==> src/rtl/core/iprf_pkg.sv <==
// ----------------------------------------------------------------------------
// IP range filter package
// Shared field widths, operation codes and the transfer and chain record
// types used by the range filter cells and the top level.
// ----------------------------------------------------------------------------
package iprf_pkg;

  localparam int TABLE_DEPTH_DEFAULT = 64;

  localparam int OP_W        = 3;
  localparam int ADDR_W      = 32;
  localparam int IDX_W       = 6;
  localparam int CNT_FIELD_W = 7;

  // Largest run a single read back may deliver.
  localparam logic [CNT_FIELD_W-1:0] MAX_READ = 7'd64;

  typedef enum logic [OP_W-1:0] {
    OP_CLEAR       = 3'd0,
    OP_APPEND      = 3'd1,
    OP_CHECK_ALIVE = 3'd2,
    OP_CHECK_ONE   = 3'd3,
    OP_READ        = 3'd4
  } op_e;

  typedef struct packed {
    logic [OP_W-1:0]        operation;
    logic                   table_select;
    logic [ADDR_W-1:0]      range_start;
    logic [ADDR_W-1:0]      range_end;
    logic [ADDR_W-1:0]      address;
    logic [IDX_W-1:0]       entry_index;
    logic [CNT_FIELD_W-1:0] entry_count;
  } in_item_t;

  typedef struct packed {
    logic                   matched;
    logic                   status;
    logic [ADDR_W-1:0]      entry_first;
    logic [ADDR_W-1:0]      entry_last;
    logic [CNT_FIELD_W-1:0] returned_count;
    logic                   final_item;
  } out_item_t;

  // Request token that walks forward along the row of cells.
  typedef struct packed {
    logic                   valid;
    op_e                    op;
    logic                   tsel;
    logic [ADDR_W-1:0]      first;
    logic [ADDR_W-1:0]      last;
    logic [ADDR_W-1:0]      addr;
    logic [IDX_W-1:0]       idx;
    logic [CNT_FIELD_W-1:0] n;
    logic                   full;
    logic                   hit_allow;
    logic                   hit_block;
  } token_t;

  // Result record that walks back toward the head of the row.
  typedef struct packed {
    logic      valid;
    out_item_t item;
  } back_t;

endpackage

==> src/rtl/core/iprf_cell.sv <==
// ----------------------------------------------------------------------------
// IP range filter cell
// Holds one allow entry and one block entry. Updates the forward request
// token and drops read back results onto the return lane.
// ----------------------------------------------------------------------------
module iprf_cell import iprf_pkg::*; #(
  parameter int TABLE_DEPTH = TABLE_DEPTH_DEFAULT,
  parameter int INDEX       = 0,
  localparam int CNT_W      = $clog2(TABLE_DEPTH + 1)
) (
  input  logic             clk_i,
  input  logic             rst_ni,
  input  logic             adv_i,
  input  logic [CNT_W-1:0] used_allow_i,
  input  logic [CNT_W-1:0] used_block_i,
  input  token_t           token_i,
  output token_t           token_o,
  input  back_t            back_i,
  output back_t            back_o
);

  localparam int CMP_W = ((CNT_W > CNT_FIELD_W) ? CNT_W : CNT_FIELD_W) + 1;
  localparam logic [CMP_W-1:0] MY_IDX = CMP_W'(INDEX);

  logic [ADDR_W-1:0] allow_first_q, allow_last_q;
  logic [ADDR_W-1:0] block_first_q, block_last_q;

  token_t token_d, token_q;
  back_t  back_d, back_q;
  logic   tok_vld_q, back_vld_q;

  logic [CMP_W-1:0] idx_e, end_e, used_a_e, used_b_e, used_sel_e;
  logic             live_allow, live_block, in_allow, in_block;
  logic             is_check, rd_hit, wr_en;

  always_comb begin
    idx_e      = CMP_W'(token_i.idx);
    end_e      = idx_e + CMP_W'(token_i.n);
    used_a_e   = CMP_W'(used_allow_i);
    used_b_e   = CMP_W'(used_block_i);
    used_sel_e = token_i.tsel ? used_b_e : used_a_e;
    live_allow = MY_IDX < used_a_e;
    live_block = MY_IDX < used_b_e;
    in_allow   = (allow_first_q <= token_i.addr) && (token_i.addr <= allow_last_q);
    in_block   = (block_first_q <= token_i.addr) && (token_i.addr <= block_last_q);
    is_check   = (token_i.op == OP_CHECK_ALIVE) || (token_i.op == OP_CHECK_ONE);
    rd_hit     = token_i.valid && (token_i.op == OP_READ) &&
                 (MY_IDX >= idx_e) && (MY_IDX < end_e);
    // Appended entry lands in the slot just below the updated count.
    wr_en      = adv_i && token_i.valid && (token_i.op == OP_APPEND) &&
                 !token_i.full && (MY_IDX == used_sel_e - CMP_W'(1));
  end

  always_comb begin
    token_d = token_i;
    back_d  = back_i;
    if (token_i.valid && is_check) begin
      token_d.hit_allow = token_i.hit_allow | (live_allow & in_allow);
      token_d.hit_block = token_i.hit_block | (live_block & in_block);
    end
    if (rd_hit) begin
      back_d.valid                   = 1'b1;
      back_d.item                    = '0;
      back_d.item.entry_first        = token_i.tsel ? block_first_q : allow_first_q;
      back_d.item.entry_last         = token_i.tsel ? block_last_q  : allow_last_q;
      back_d.item.returned_count     = token_i.n;
      back_d.item.final_item         = (MY_IDX == end_e - CMP_W'(1));
    end
  end

  always_ff @(posedge clk_i or negedge rst_ni) begin
    if (!rst_ni) begin
      tok_vld_q  <= 1'b0;
      back_vld_q <= 1'b0;
    end else if (adv_i) begin
      tok_vld_q  <= token_d.valid;
      back_vld_q <= back_d.valid;
    end
  end

  always_ff @(posedge clk_i) begin
    if (adv_i) begin
      token_q <= token_d;
      back_q  <= back_d;
    end
  end

  always_ff @(posedge clk_i) begin
    if (wr_en) begin
      if (token_i.tsel) begin
        block_first_q <= token_i.first;
        block_last_q  <= token_i.last;
      end else begin
        allow_first_q <= token_i.first;
        allow_last_q  <= token_i.last;
      end
    end
  end

  always_comb begin
    token_o       = token_q;
    token_o.valid = tok_vld_q;
    back_o        = back_q;
    back_o.valid  = back_vld_q;
  end

endmodule

==> config.mk <==
export PLATFORM = sky130hd
export DESIGN_NAME = iprf_cell
export DESIGN_NICKNAME = d
export VERILOG_FILES = /design/src/rtl/core/iprf_pkg.sv /design/src/rtl/core/iprf_cell.sv
export SDC_FILE = /design/constraint.sdc
export NUM_CORES = 1
export LEC_CHECK = 0
export BUFFER_PORTS_ARGS = -buffer_cell sky130_fd_sc_hd__buf_2
export CAP_MARGIN = 15
export CORE_UTILIZATION = 53
export CTS_CLUSTER_DIAMETER = 60
export DETAILED_ROUTE_END_ITERATION = 10
export GPL_ROUTABILITY_DRIVEN = 0
export PLACE_DENSITY = 0.81
export REMOVE_ABC_BUFFERS = 1
export SLEW_MARGIN = 20
export SYNTH_ARGS = -nofsm -noshare
export SYNTH_HDL_FRONTEND = slang
export SYNTH_SLANG_ARGS = --single-unit
==> constraint.sdc <==
create_clock -name clk_i -period 2.8 [get_ports clk_i]
set_input_delay 0.56 -clock clk_i [delete_from_list [all_inputs] [get_ports clk_i]]
set_output_delay 0.56 -clock clk_i [all_outputs]
set_load 0.005 [all_outputs]
==> impl_metrics.toml <==
[critical_path]
reg2regPathDepth = 9
worstSetupPathType = "register to register"
start_kind = "register"
crit_required_ns = 3.07
reg2reg_slack_ns = 0.22
critPathMaxFanout = 2
critPathArrivalTime_ns = 2.85
worstReg2RegStart = "allow_first_q[29]$_DFFE_PP_"
crit_path_end_kind = "register"
r2r_end = "token_o[1]$_DFFE_PP_"

[synthesis]
yosysWarnings = 0
synth_cell_types = 48
synth_cells = 1011
synthArstFlopShare_pct = 0.625
syn_area_per_cell_sq_um = 14.3
ys_ff_latch = 320
synth.yosys.seq_area_share_pct = 66.2
netlist_area_sq_um = 14500
ys.flop_type = "edfxtp_1"
synth_edf_count = 318

[clock_network]
cts-root-buf = "clkbuf_16"
cts_sinks = 320
htreeDepth = 2
numCtsBuffers = 36
clk_pin_slew_worst_paths_ns = 0.07
cts_tree = "yes"
clockBufferDepth = 3
insertion_delay_ns = 0.51

[grt]
antenna_found_initial = 2
grtUsageTotal_pct = 25.8
grt_pass1_wl_um = 55100
grt_overflow = 0
grt.met2_usage_pct = 46.1
grt_pass1_vias = 10273
grt_max_degree = 93
grt_use_met3_pct = 4.21
top_usage_layer = "met2"
grt.met1_usage_pct = 31.9

[drt]
via_count = 10021
drc = 0
dr.pass1.iters = 5
viasPerCell = 5.46
wl_per_cell_um = 19.8
postRouteAntennaNets = 0
drt_iter0_drc = 707
routed_wl_um = 36400

[worst_hold_path]
worstHoldStart = "token_i[55]"
min_path_cells = 1
min_path_type = "primary input to register"
hold_path_end = "token_o[55]$_DFFE_PP_"

[sta]
clock.fmax_ghz = 0.388
fin_skew_ns = 0.0195
finalHoldViolCount = 0
rsz0062_at_grt = "no"
period_minus_slack_ns = 2.58
maxSlewViolCount = 0
setup_violations = 0
worst_pin_slew_ns = 0.890
slew_headroom_pct = 39.2
tns_ns = 0
period_share_pct = 92.0

[run_status]
outcome = "finished, final reports clean"

[power_and_ir_drop]
p_per_area_nw_per_um2 = 608
peakVddDrop_uv = 544
leakage_nw = 8.31

[flow_run]
drv_cap = 0

[cells_and_area]
drive_gt1_share_pct = 34.2
multi_input_area_sq_um = 4390
area_delta_synth_final_pct = 27.6
final_nets = 1814
utilization_pct = 68.8
seq_area_sq_um = 9600
fillers = 1847

[placed_design]
place_hpwl_um = 27300
port_buffers = 400

[floorplan]
die_w_um = 167
core_area_sq_um = 26900
row_count = 60
ioPinCount = 401
initial_core_util_pct = 53.9
fp.dieH_um = 167
dieArea_sq_um = 28000
## routing by layer
layer  vias up  part of all wire (%)
li1       4736                     -
met1      4789                    39
met2       433                    51
met3        63                   6.7
met4         0                   2.8
met5         -                     0
## cell usage after synthesis (4+ instances only)
cell	count	area share, %
nor2b_1	5	0.22
nor2_1	11	0.28
a211oi_1	7	0.36
edfxtp_1	318	66
o21ai_0	80	2.8
o21ai_1	9	0.31
mux2_1	6	0.47
nand4_1	20	0.86
buf_2	11	0.38
a221oi_1	4	0.24
nor4_1	5	0.22
clkbuf_1	6	0.16
ha_1	134	12
inv_1	104	2.7
nand3_1	16	0.55
a21oi_1	38	1.3
and4_1	9	0.54
a21o_1	16	0.83
mux2i_1	64	4.4
nor3_1	4	0.14
nand2_1	93	2.4
## state kept, by name, summed over array words and instances, names as in the netlist
name,cells
allow_first_q,32
allow_last_q,32
back_o,74
back_vld_q,1
block_first_q,32
block_last_q,32
tok_vld_q,1
token_o,116
## worst max-delay path by stage
stage	startpoint	to	slack, ns	cells past startpoint
6_report	allow_first_q[29]$_DFFE_PP_	token_o[1]$_DFFE_PP_	0.22	9
5_1_grt	allow_first_q[29]$_DFFE_PP_	token_o[1]$_DFFE_PP_	0.09	9
4_1_cts	allow_last_q[30]$_DFFE_PP_	token_o[1]$_DFFE_PP_	0.21	8
3_5_place_dp	token_i[43]	token_o[1]$_DFFE_PP_	-0.17	9
3_3_place_gp	token_i[43]	token_o[1]$_DFFE_PP_	-0.14	9
2_1_floorplan	used_allow_i[3]	allow_first_q[0]$_DFFE_PP_	-5.18	3
## metrics by stage
stage | std cells | setup slack, ns | power, mW | instance area (sq um) | hold slack, ns
finish | 1837 | 0.224 | 11.2 | 18500 | 0.250
global route | 1836 | 0.0909 | 11.6 | 18500 | 0.240
CTS | 1836 | 0.211 | 11.3 | 18500 | 0.238
detailed placement | 1772 | -0.171 | 6.60 | 17300 | 0.350
global placement | 1772 | -0.142 | 6.57 | 17300 | 0.345
floorplan | 986 | -5.18 | 5.96 | 14300 | 0.264
## power by group
part / leakage (nW) / internal (mW) / switching (mW)
Sequential: 3.03 / 5.52 / 0.0563
Combinational: 4.69 / 0.424 / 0.507
Clock: 0.590 / 2.83 / 1.90
Total: 8.31 / 8.77 / 2.47
## final cells by class
type / instances / share of cell area [%]
Timing Repair Buffer: 446 / 13.4
Clock inverter: 22 / 1.41
Multi-Input combinational cell: 562 / 23.8
Tap cell: 341 / 2.31
Clock buffer: 41 / 5.09
Inverter: 104 / 2.11
Antenna cell: 1 / 0.0135
Sequential cell: 320 / 51.9
## repair_timing
action / in CTS / in global routing
resized for setup: 0 / 0
buffers inserted: 0 / 0
endpoints found under the hold margin: 2 / 0
hold buffers: 1 / 0
## logic make-up after synthesis
family,Yosys count,share of synthesized area [%]
DFF,320,66.2
AOI/OAI and AO/OA,177,7.24
adders and majority gates,135,11.7
buffers and inverters,129,3.67
and+or+nand+nor,178,6.10
muxes,72,5.04
## cells in the final DEF (no fill, tap or decap), drive strengths merged, types with 3 or more instances in the layout
master / synthesis / layout
nor4: 5 / 5
and2: 4 / 4
a221oi: 4 / 4
nor2: 11 / 11
nor4b: 3 / 3
o21ai: 89 / 89
a31oi: 3 / 3
buf: 16 / 444
a21oi: 38 / 38
ha: 134 / 134
nor3: 4 / 4
edfxtp: 318 / 318
nand4: 20 / 20
clkinv: 0 / 15
nand2: 93 / 93
o21a: 3 / 3
and4: 9 / 9
nor2b: 5 / 5
bufinv: 0 / 4
a211oi: 7 / 7
inv: 104 / 106
clkbuf: 9 / 42
mux2: 8 / 8
mux2i: 64 / 64
nand3: 16 / 16
a21o: 16 / 16
## critical path, cell delays in order, from the launching register on
cell and delay [ns]:
edfxtp_1 0.41, ha_1 0.31, and4_1 0.27, nand4_1 0.20, nor4_1 0.47, buf_4 0.20, o41a_1 0.12, o21ai_0 0.09
buf_4 0.14, a21o_1 0.14
No activity file was read; power rests on OpenSTA's default activity.
